===== config.mk =====
export PLATFORM = sky130hd
export DESIGN_NAME = pll_ctrl
export DESIGN_NICKNAME = d
export VERILOG_FILES = /design/src/rtl/positional_linked_list_top_defines.svh /design/src/rtl/pll_pkg.sv /design/src/rtl/pll_ctrl.sv
export SDC_FILE = /design/constraint.sdc
export NUM_CORES = 1
export LEC_CHECK = 0
export BUFFER_PORTS_ARGS = -buffer_cell sky130_fd_sc_hd__buf_2
export CAP_MARGIN = 30
export CORE_ASPECT_RATIO = 1.2
export CORE_MARGIN = 3
export CORE_UTILIZATION = 45
export DETAILED_ROUTE_END_ITERATION = 16
export PLACE_DENSITY_LB_ADDON = 0.05
export RECOVER_POWER = 50
export REMOVE_ABC_BUFFERS = 1
export SYNTH_ARGS = -nofsm -noshare
export SYNTH_HDL_FRONTEND = slang
export SYNTH_SLANG_ARGS = --single-unit
export TNS_END_PERCENT = 5

===== constraint.sdc =====
create_clock -name clk_i -period 3.7 [get_ports clk_i]
set_input_delay 0.74 -clock clk_i [delete_from_list [all_inputs] [get_ports clk_i]]
set_output_delay 0.74 -clock clk_i [all_outputs]
set_load 0.1 [all_outputs]

===== src/rtl/positional_linked_list_top_defines.svh =====
// Assertion macros shared by the positional linked list RTL.
// Included by the top level; needs nothing else.
`ifndef POSITIONAL_LINKED_LIST_TOP_DEFINES_SVH
`define POSITIONAL_LINKED_LIST_TOP_DEFINES_SVH

// Same-cycle implication, checked outside reset.
`define PLL_ASSERT_IMPL(lbl, clk, rstn, ante, cons, msg) \
  lbl: assert property (@(posedge clk) disable iff (!rstn) (ante) |-> (cons)) \
    else $error(msg);

// Next-cycle implication, checked outside reset.
`define PLL_ASSERT_NEXT(lbl, clk, rstn, ante, cons, msg) \
  lbl: assert property (@(posedge clk) disable iff (!rstn) (ante) |=> (cons)) \
    else $error(msg);

`endif


===== src/rtl/pll_pkg.sv =====
// Shared types and constants of the positional linked list.
// Used by the controller, the datapath and the top level.
package pll_pkg;

  localparam int CAPACITY_DEF = 256;
  localparam int CMD_W        = 3;
  localparam int VAL_W        = 32;
  localparam int POS_W        = 9;
  localparam int LEN_W        = 9;
  localparam int ST_W         = 2;
  localparam int S_TDATA_W    = 48;
  localparam int M_TDATA_W    = 48;

  typedef enum logic [CMD_W-1:0] {
    CMD_INS_FRONT = 3'd0,
    CMD_INS_POS   = 3'd1,
    CMD_INS_END   = 3'd2,
    CMD_DEL_FRONT = 3'd3,
    CMD_DEL_POS   = 3'd4,
    CMD_DEL_END   = 3'd5,
    CMD_READ      = 3'd6
  } cmd_e;

  typedef enum logic [ST_W-1:0] {
    ST_OK      = 2'd0,
    ST_BAD_POS = 2'd1,
    ST_FULL    = 2'd2,
    ST_EMPTY   = 2'd3
  } status_e;

  // Datapath operation for one cycle.
  typedef enum logic [3:0] {
    DP_NOP,
    DP_LOAD,
    DP_START,
    DP_WALK,
    DP_RD_CAP,
    DP_ALLOC,
    DP_ALLOC_POP,
    DP_LINK_FRONT,
    DP_LINK_NEW,
    DP_LINK_PREV,
    DP_DEL_FRONT,
    DP_VICT_RD,
    DP_VICT_UNLINK,
    DP_VICT_FREE,
    DP_EMIT
  } dp_op_e;

  // Number of link hops taken from the first node.
  typedef enum logic [2:0] {
    HOP_ZERO,
    HOP_POS_M1,
    HOP_POS_M2,
    HOP_CNT_M1,
    HOP_CNT_M2
  } hop_sel_e;

  typedef enum logic [2:0] {
    K_NONE,
    K_INS_FRONT,
    K_INS_AFTER,
    K_DEL_FRONT,
    K_DEL_MID,
    K_READ
  } kind_e;

  typedef enum logic [3:0] {
    S_IDLE,
    S_DECODE,
    S_WALK,
    S_RD_CAP,
    S_ALLOC,
    S_ALLOC_POP,
    S_LINK_FRONT,
    S_LINK_NEW,
    S_LINK_PREV,
    S_DEL_FRONT,
    S_VICT_RD,
    S_VICT_UNLINK,
    S_VICT_FREE,
    S_FINISH
  } state_e;

  typedef struct packed {
    dp_op_e   op;
    hop_sel_e hop_sel;
    status_e  res;
  } ctrl_t;

  typedef struct packed {
    logic [CMD_W-1:0] cmd;
    logic             empty;
    logic             full;
    logic             pos_ok;
    logic             pos_one;
    logic             cnt_one;
    logic             walk_last;
    logic             free_avail;
    logic             out_busy;
  } dp_stat_t;

endpackage


===== src/rtl/pll_ctrl.sv =====
// Controller state machine of the positional linked list.
// Depends on pll_pkg; drives the datapath through ctrl_t.
module pll_ctrl
  import pll_pkg::*;
(
  input  logic     clk_i,
  input  logic     rst_ni,
  input  logic     in_valid_i,
  output logic     in_ready_o,
  input  dp_stat_t stat_i,
  output ctrl_t    ctrl_o
);

  state_e   state_q, state_d;
  kind_e    kind_q, kind_d;
  kind_e    dec_kind;
  hop_sel_e dec_hop;
  status_e  dec_res;

  always_ff @(posedge clk_i or negedge rst_ni) begin
    if (!rst_ni) begin
      state_q <= S_IDLE;
      kind_q  <= K_NONE;
    end else begin
      state_q <= state_d;
      kind_q  <= kind_d;
    end
  end

  // Command decode: picks the error code, the job and the walk length.
  always_comb begin
    dec_kind = K_NONE;
    dec_hop  = HOP_ZERO;
    dec_res  = ST_OK;
    unique case (stat_i.cmd)
      CMD_INS_FRONT: begin
        if (stat_i.full) dec_res = ST_FULL;
        else dec_kind = K_INS_FRONT;
      end
      CMD_INS_POS: begin
        if (!stat_i.pos_ok) dec_res = ST_BAD_POS;
        else if (stat_i.full) dec_res = ST_FULL;
        else if (stat_i.pos_one) dec_kind = K_INS_FRONT;
        else begin
          dec_kind = K_INS_AFTER;
          dec_hop  = HOP_POS_M2;
        end
      end
      CMD_INS_END: begin
        if (stat_i.full) dec_res = ST_FULL;
        else if (stat_i.empty) dec_kind = K_INS_FRONT;
        else begin
          dec_kind = K_INS_AFTER;
          dec_hop  = HOP_CNT_M1;
        end
      end
      CMD_DEL_FRONT: begin
        if (stat_i.empty) dec_res = ST_EMPTY;
        else dec_kind = K_DEL_FRONT;
      end
      CMD_DEL_POS: begin
        if (stat_i.empty) dec_res = ST_EMPTY;
        else if (!stat_i.pos_ok) dec_res = ST_BAD_POS;
        else if (stat_i.pos_one) dec_kind = K_DEL_FRONT;
        else begin
          dec_kind = K_DEL_MID;
          dec_hop  = HOP_POS_M2;
        end
      end
      CMD_DEL_END: begin
        if (stat_i.empty) dec_res = ST_EMPTY;
        else if (stat_i.cnt_one) dec_kind = K_DEL_FRONT;
        else begin
          dec_kind = K_DEL_MID;
          dec_hop  = HOP_CNT_M2;
        end
      end
      CMD_READ: begin
        if (stat_i.empty) dec_res = ST_EMPTY;
        else if (!stat_i.pos_ok) dec_res = ST_BAD_POS;
        else begin
          dec_kind = K_READ;
          dec_hop  = HOP_POS_M1;
        end
      end
      default: begin
        dec_kind = K_NONE;
      end
    endcase
  end

  always_comb begin
    state_d        = state_q;
    kind_d         = kind_q;
    ctrl_o.op      = DP_NOP;
    ctrl_o.hop_sel = dec_hop;
    ctrl_o.res     = dec_res;
    in_ready_o     = (state_q == S_IDLE);
    unique case (state_q)
      S_IDLE: begin
        if (in_valid_i) begin
          ctrl_o.op = DP_LOAD;
          state_d   = S_DECODE;
        end
      end
      S_DECODE: begin
        ctrl_o.op = DP_START;
        kind_d    = dec_kind;
        state_d   = (dec_kind == K_NONE) ? S_FINISH : S_WALK;
      end
      S_WALK: begin
        ctrl_o.op = DP_WALK;
        if (stat_i.walk_last) begin
          unique case (kind_q)
            K_INS_FRONT, K_INS_AFTER: state_d = S_ALLOC;
            K_DEL_FRONT:              state_d = S_DEL_FRONT;
            K_DEL_MID:                state_d = S_VICT_RD;
            K_READ:                   state_d = S_RD_CAP;
            default:                  state_d = S_FINISH;
          endcase
        end
      end
      S_RD_CAP: begin
        ctrl_o.op = DP_RD_CAP;
        state_d   = S_FINISH;
      end
      S_ALLOC: begin
        ctrl_o.op = DP_ALLOC;
        if (stat_i.free_avail) state_d = S_ALLOC_POP;
        else state_d = (kind_q == K_INS_FRONT) ? S_LINK_FRONT : S_LINK_NEW;
      end
      S_ALLOC_POP: begin
        ctrl_o.op = DP_ALLOC_POP;
        state_d   = (kind_q == K_INS_FRONT) ? S_LINK_FRONT : S_LINK_NEW;
      end
      S_LINK_FRONT: begin
        ctrl_o.op = DP_LINK_FRONT;
        state_d   = S_FINISH;
      end
      S_LINK_NEW: begin
        ctrl_o.op = DP_LINK_NEW;
        state_d   = S_LINK_PREV;
      end
      S_LINK_PREV: begin
        ctrl_o.op = DP_LINK_PREV;
        state_d   = S_FINISH;
      end
      S_DEL_FRONT: begin
        ctrl_o.op = DP_DEL_FRONT;
        state_d   = S_FINISH;
      end
      S_VICT_RD: begin
        ctrl_o.op = DP_VICT_RD;
        state_d   = S_VICT_UNLINK;
      end
      S_VICT_UNLINK: begin
        ctrl_o.op = DP_VICT_UNLINK;
        state_d   = S_VICT_FREE;
      end
      S_VICT_FREE: begin
        ctrl_o.op = DP_VICT_FREE;
        state_d   = S_FINISH;
      end
      S_FINISH: begin
        // Wait until the output register can take the result.
        if (!stat_i.out_busy) begin
          ctrl_o.op = DP_EMIT;
          state_d   = S_IDLE;
        end
      end
      default: begin
        state_d = S_IDLE;
      end
    endcase
  end

endmodule


==> impl_summary.md, run 1 <==
Drt
The number of remaining DRC errors is 0. In the routed layout, each cell is associated on average with a via count of 6.058. The total wirelength of the detailed-routed design is 1.968 mm. The number of vias in the routed layout is approximately 940. After detailed routing, the average wire length per cell comes to 12.70 um. The detailed router finished its first iteration with 6 violations. The post-detailed-route count of antenna-violating nets is 0. The number of iterations in the first detailed-routing pass is 2.

Placement
Prior to clock tree synthesis, the placed netlist has a worst setup slack of 1.026 ns. The total of buffers placed on input and output ports is 23. Routability-driven placement finished with a final weighted congestion of 0.7764. The HPWL after detailed placement is 1.501 mm.

Setup path
The endpoint identified for the worst register-to-register timing path is state_q[2]. The total buffers and inverters traversed by the critical path is 2. The class of the most critical setup path is primary input to primary output. On the critical path, the stage with the largest delay is an instance of buf_2. The worst register-to-register path begins at state_q[0].

The number of cells on the worst reg-to-reg path is 4. The maximum cell stage delay along the critical path is approximately 0.47 ns. The worst register-to-register path has a setup slack of ~1.6 ns. The cell that appears most often on the critical path is buf_2.

The signal on the critical path passes through buf_2 -> or2b_1 -> o41ai_1 -> buf_2. The category of the worst setup path capture point is a primary output. Along the worst path, the maximum fanout reaches 12. The required time reported for the critical path endpoint is between 2 and 3 ns.

Data on the critical path arrives at its endpoint at just under 2 ns. Among cell families on the critical path, the largest total delay comes from buffers and inverters. The worst setup path is launched from a primary input.

Global route
The wire length of the first global-routing pass is 3.367 mm. The layer carrying the most global-route usage is met2. The number of antenna violations at the first check in global routing is 0. The number of global-route vias before repair is 852. The pin count of the biggest net entering global routing is 23. The combined global-route utilization of all metal layers is 17.89%.

For this run, global-route usage on met2 was measured as roughly a third. Global routing used 5.102% of the available met3 tracks. The global-route track usage on met1 is about a fifth. For this run the aggregate overflow at the end of global routing stands at 0.

Timing
The hold violation total from the final report is 0. Of the available clock period, the critical path in the final layout requires 72.29%. Subtracting the final worst setup slack from the clock period gives about 2.7 ns.

Across all setup checks in the final design, the least slack found is between 1 and 1.5 ns. The final total negative setup slack is 0 ns. The final number of max-transition violations was 0.

The relative max-transition margin is approximately 48%. On the final layout, the worst clock skew is 0.003855 ns. The setup-violating endpoint count in the final report is 0. Setup repair after global routing left no endpoint under its margin. The final worst hold slack is 0.3754 ns. At the pin with the least slew margin, the transition time is 0.7783 ns. The fmax is around 0.37 GHz.

Logic synthesis
The total of flip-flops plus latches after synthesis is 7. The share of the synthesized area in the top cell type is between 20% and 30%. The post-synthesis cell type with the largest combined area is dfrtp_1. The most used flip-flop cell after synthesis is dfrtp_1. The sequential area share after synthesis is roughly a fifth. The post-synthesis instance area is 843.3 um2. The number of synthesized flops with an enable pin is 0. In this run the mean area of a mapped cell was around 7 um2. The warning count from the yosys run is 0.

The count of cell types in the netlist is between 40 and 50. By area the synthesized netlist is led by dfrtp_1 21%, nand2_1 6.2%, a31oi_1 5.2%. The async set or reset register ratio after synthesis is 100.0%. After technology mapping, the gate count stands at 120.

Clock tree
The later-pin clock latency in the skew report is 0.24 ns. The number of clock buffers added by TritonCTS is 3. The number of hold-repair buffers added at the cts stage is 0. The post-cts resize count is 0. The total setup buffers inserted after CTS is 0. No sink is reached through more buffers than the 2 on the longest clock path. The clock sink count is 7. After clock tree synthesis, the clock-pin slew on the worst setup and hold paths is 0.05 ns. The tree is rooted in a clkbuf_4. The CTS tree is done. In this run the number of H-tree levels came out at 1.

Pwr
The clock network burns under 10% of the power. For this design the total switching power over the nets is slightly above 0.6 mW. Internal power comes to 0.3291 mW.

IR analysis of the VDD net gives a maximum drop of 0.0004945 V. The total power density per cell area is 987.7 nW/um2. In this run switching power makes up 64.78% of total power. Summed over all cells, the static leakage comes to ~0.40 nW. Combinational cells account for 68.7% of the total power. The sequential cell fraction of total power is 24.4%.

Layout
The net count of the finished layout is about 150. The synthesis-to-finish area growth is 12.17%. The fraction of layout instances using a drive strength above 1 is between 20% and 30%.

The repair_antennas step left the layout with diodes totalling 0. The area of the multi-input gates is 593.1 um2. The sequential cell area in the final layout is ~180 um2.

The filler cell count in the final layout is 182.

Floorplan
The floorplan step defined a die boundary enclosing 2432 um2. The number of ports placed on the die boundary is 24. Measured along the x axis, the die boundary spans 45.52 um. For this configuration, the core starts out at a cell density of 49.56%. The floorplan has 16 rows. The die is 53.42 um tall. The placeable core area is 1702 um2.

Status
The flow ran to the end, and the final reports show no timing, DRC or antenna violations.

Job
The max-cap check violation count is 0.

Hold path
The worst hold path belongs to the class primary input to async pin.
## worst max-delay path by stage
stage / from / end / slack (ns) / cells past startpoint
global placement: stat_i[9] / ctrl_o[3] / 1.04 / 4
global route: stat_i[9] / ctrl_o[3] / 0.90 / 5
CTS: stat_i[9] / ctrl_o[3] / 1.02 / 4
floorplan: stat_i[5] / ctrl_o[3] / -1.13 / 2
detailed placement: stat_i[9] / ctrl_o[3] / 1.03 / 5
finish: stat_i[9] / ctrl_o[3] / 1.03 / 4
## state kept, by name, summed over array words and instances, names as in the netlist
name	flops
state_q	4
kind_q	3
## cells by family after synthesis
logic type	synth area share (%)
flops	20.77
compound gates	35.61
simple gates	33.09
xor+xnor	1.039
mux	1.187
buf+inv	8.308
## per-layer routing
layer / wire length [um] / share of wire, %
met5: 0 / 0
met4: 0 / 0
met3: 75 / 3.8
met2: 973 / 49
met1: 919 / 47
## per-stage QoR
stage / instance area, um2 / std cells / total power, mW / utilization (%)
3_3_place_gp: 925.9 / 151 / 0.8685 / 54.41
4_1_cts: 952.2 / 155 / 0.9447 / 55.96
2_1_floorplan: 788.3 / 110 / 0.7485 / -
3_5_place_dp: 925.9 / 151 / 0.8752 / 54.41
6_report: 945.9 / 155 / 0.9343 / 55.59
5_1_grt: 945.9 / 155 / 1.006 / 55.59
## layout make-up
| class | instances | share of cell area, % |
|---|---|---|
| inverter | 4 | 1.587 |
| tap | 18 | 2.381 |
| timing repair buffer | 23 | 12.04 |
| clock buffer | 4 | 2.778 |
| multi-input combinational | 99 | 62.70 |
| sequential | 7 | 18.52 |
## synth_stat cells (2+ instances only)
cell type and count:
a211oi_1 2, a311oi_1 2, a21oi_1 7, nand2_1 14
nor3b_1 2, inv_1 4, a22o_1 2, clkbuf_1 4
nand3_1 4, nor2b_1 6, and2b_2 2, a31oi_1 7
nand2b_1 5, nor4_1 3, dfrtp_1 7, o31a_1 2
nor3_1 3, nor2_1 10, buf_2 2, o21ai_0 8
## cell usage in the layout, fill, tap and decap left out, types with 2 or more instances in the layout
cell / instances
and2b_2: 2
nor4_1: 3
nor3_1: 4
a31oi_1: 7
a211oi_1: 2
a21oi_1: 7
a22o_1: 2
nand3_1: 4
nor2_1: 10
dfrtp_1: 7
o21ai_0: 8
clkbuf_4: 3
a311oi_1: 2
nor3b_1: 2
nor2b_1: 6
inv_1: 4
buf_2: 22
nand2_1: 14
clkbuf_1: 2
nand2b_1: 5
o31a_1: 2
## power by group through the flow
stage,sequential [mW],combinational (mW),clock (mW)
global route,0.239,0.692,0.0754
detailed placement,0.231,0.644,0
finish,0.228,0.642,0.0645
CTS,0.230,0.647,0.0682
floorplan,0.200,0.549,0
global placement,0.227,0.641,0
## worst reg2reg max path: stages (launching register included)
cell	delay, ns
dfrtp_1	0.64
nand2b_1	0.20
nor3_1	0.63
a41oi_1	0.29
a31oi_1	0.23
Note: power is estimated with default switching activity, not from simulation.
==> run 2, diff against run 1 <==
==> constraint.sdc (replaced) <==
create_clock -name clk_i -period 2.5 [get_ports clk_i]
set_input_delay 0.5 -clock clk_i [delete_from_list [all_inputs] [get_ports clk_i]]
set_output_delay 0.5 -clock clk_i [all_outputs]
set_load 0.1 [all_outputs]
==> run 2 against run 1 <==
Against the previous run:
- final cell count up 1.9%
- die area stayed put
- power is 52% higher
- sequential share of layout area is 0.57 points lower
- clock power up 57%
- worst setup slack got worse by 0.79 ns
- first-iteration DRC count rose to 5.2 times the previous value
- design area rose by 3.2%
- critical path type is now register to primary output
- largest cell class unchanged
- largest power group unchanged
==> impl_summary.md, run 2 (synthesis results as in run 1) <==
Status
The flow ran to the end, and the final reports show no timing, DRC or antenna violations.

Pwr
The total chip power came to 1.419 mW (+52%). The maximum vdd drop is 0.0007351 V (+49%). The sequential cell fraction of total power is 22.0% (-2.4 points). The standby leakage power is 0.4144 nW (+2.5%). The net switching fraction of the power was 64.49% (-0.29 points). The total power density per cell area is 1454 nW/um2 (+47%). The internal power contribution is 0.5040 mW (+53%). The net switching power is 0.9153 mW (+51%). The share of total power in the clock network is 7.1% (+0.2 points). The relative contribution of combinational cells to total power was 70.8% (+2.1 points).

Setup path
The worst-path maximum fanout is 17 (+5). The setup path with the least slack is of type register to primary output. The worst setup path is launched from a register. In this design, the largest share of critical-path delay is due to flip-flops. The maximum cell stage delay along the critical path is 0.66 ns (+0.19 ns). Traced cell by cell, the critical path runs through nand2b_1 -> o21ai_0 -> buf_2.

The total buffers and inverters traversed by the critical path came to 1 (-1). The data arrival time of the worst path is 1.77 ns (-0.16 ns). The required time reported for the critical path endpoint is 2.00 ns (-0.96 ns). The category of the worst setup path capture point is a primary output.

Among all stages on the critical path, the largest delay is contributed by dfrtp_1.

Global route
The wire length of the first global-routing pass is 3.657 mm (+8.6%). The combined global-route utilization of all metal layers is 20.26% (+2.4 points). The remaining global-route overflow came to 0 (unchanged). The number of antenna violations at the first check in global routing is 0 (unchanged). The number of global-route vias before repair is 859 (+0.82%). The pin count of the biggest net entering global routing came to 18 (-22%).

Clock tree
The total setup buffers inserted after CTS is 0 (unchanged). The cell at the root of the clock tree is clkbuf_4. The later-pin clock latency in the skew report is 0.25 ns (about the same). The clock sink count is 7 (unchanged). The CTS buffer count is 3 (unchanged). The number of hold-repair buffers added at the cts stage is 0 (unchanged). TritonCTS built the clock tree. The buffer depth of the longest clock path is 2 (unchanged). The depth of the CTS H-tree is 1 (unchanged).

The post-cts resize count is 0 (unchanged). The clock transition at the registers of the reported paths is 0.05 ns (about the same).

Timing
The final number of max-transition violations is 0 (unchanged). The final setup skew came to 0.0007971 ns (-0.003058 ns). The hold violation total from the final report is 0 (unchanged). The fmax is 0.4411 GHz. The final critical-path share of the clock period is between 90 and 100%. Setup repair after global routing left no endpoint under its margin.

The final total negative setup slack was 0 ns (unchanged). The slew at the pin closest to its max-slew limit came to 0.5419 ns (-0.2364 ns). The relative max-transition margin is 63.40% (+16 points). The routed design could run at a clock period as short as ~2.3 ns. The final worst hold slack is 0.1321 ns (-0.2433 ns).

The setup-violating endpoint count in the final report is 0 (unchanged).

Layout
The most common library cell in the layout ignoring fill and taps is buf_2. Leaving out fill and tap cells, the most frequent cells in the layout are 21 x buf_2, 14 x nand2_1, 10 x nor2_1. The final net count is 155 (+2.0%). The area growth from synthesis to layout is 15.73%. The fraction of layout instances using a drive strength above 1 is 20.71% (+0.28 points). The diode insertion count for antenna repair is 0 (unchanged). More flip-flops sit in one register than any other, and that register is state_q.

The number of flip-flops in the largest register is 4 (unchanged). In the final layout, the registers with the most flip-flops are state_q (4), kind_q (3).

Floorplan
The die height is 53.42 um (unchanged). The placeable core area came to 1702 um2 (unchanged). The horizontal extent of the die came to 45.52 um (unchanged). The overall die area was 2432 um2 (unchanged). The initial cell density of the core was 49.56% (unchanged). The number of ports placed on the die boundary came to 24 (unchanged). The number of cell rows is 16 (unchanged).

Drt
The total wirelength of the detailed-routed design is 2.153 mm (+9.4%). The number of DRC violations after detailed-routing iteration 0 is 31 (+25). The post-detailed-route count of antenna-violating nets is 0 (unchanged). The met3 layer wire length in the routed design was 110 um (+47%). The average vias per placed instance is 6.297 (+4.0%). The number of iterations in the first detailed-routing pass is 4 (+2).

The wire length on met1 is 939 um (+2.2%). The number of vias in the routed layout is 995 (+6.0%). The topmost layer with routed signal wires is met4. The wire length on met2 is 1.061 mm (+9.0%). The routed length per placed instance came to 13.63 um (+7.3%). The number of remaining DRC errors is 0 (unchanged).

Placement
The final weighted congestion in routability-driven placement is 0.8031 (+3.4%). The total of buffers placed on input and output ports is 23 (unchanged). The HPWL after detailed placement was 1.635 mm (+8.9%).

Job
The max-cap check violation count is 0 (unchanged).

Hold path
The type of the most critical hold path is primary input to async pin.
run 2: power groups by stage:
stage	clock [mW]	sequential, mW	combinational, mW
3_3_place_gp	0	0.307	1.01
5_1_grt	0.113	0.327	1.09
3_5_place_dp	0	0.311	1.02
2_1_floorplan	0	0.295	0.812
4_1_cts	0.105	0.310	1.02
6_report	0.101	0.313	1.01
run 2: area by class of cell:
type | count | area [um2]
Multi-Input combinational cell | 99 | 593.1
Inverter | 4 | 15.01
Tap cell | 18 | 22.52
Fill cell | 182 | 725.7
Sequential cell | 7 | 175.2
Timing Repair Buffer | 26 | 143.9
Clock buffer | 4 | 26.28
run 2: final timing paths:
path	slack, ns	start	cells after the start	endpoint
worst max register to register	0.60	state_q[1]	5	state_q[0]
max in group asynchronous	2.10	rst_ni	1	state_q[1]
min in group clk_i	0.60	kind_q[0]	2	kind_q[0]
worst max-delay path	0.23	state_q[0]	3	ctrl_o[8]
worst min register to register	0.60	kind_q[0]	2	kind_q[0]
worst min-delay path	0.13	rst_ni	1	kind_q[2]
run 2: stage by stage:
step | util [%] | area (um2) | worst slack [ns] | instances
after global placement | 56.62 | 963.4 | 0.3054 | 154
after floorplan | - | 788.3 | -1.854 | 110
final | 57.35 | 975.9 | 0.2328 | 158
after global routing | 57.35 | 975.9 | 0.1219 | 158
after CTS | 58.16 | 989.7 | 0.2120 | 158
after detailed placement | 56.62 | 963.4 | 0.2668 | 154
run 2: routing by layer:
layer	GRT usage, %	up-vias
li1	-	485
met1	23.54	465
met2	33.95	34
met3	5.782	11
met4	7.805	0
met5	0	-
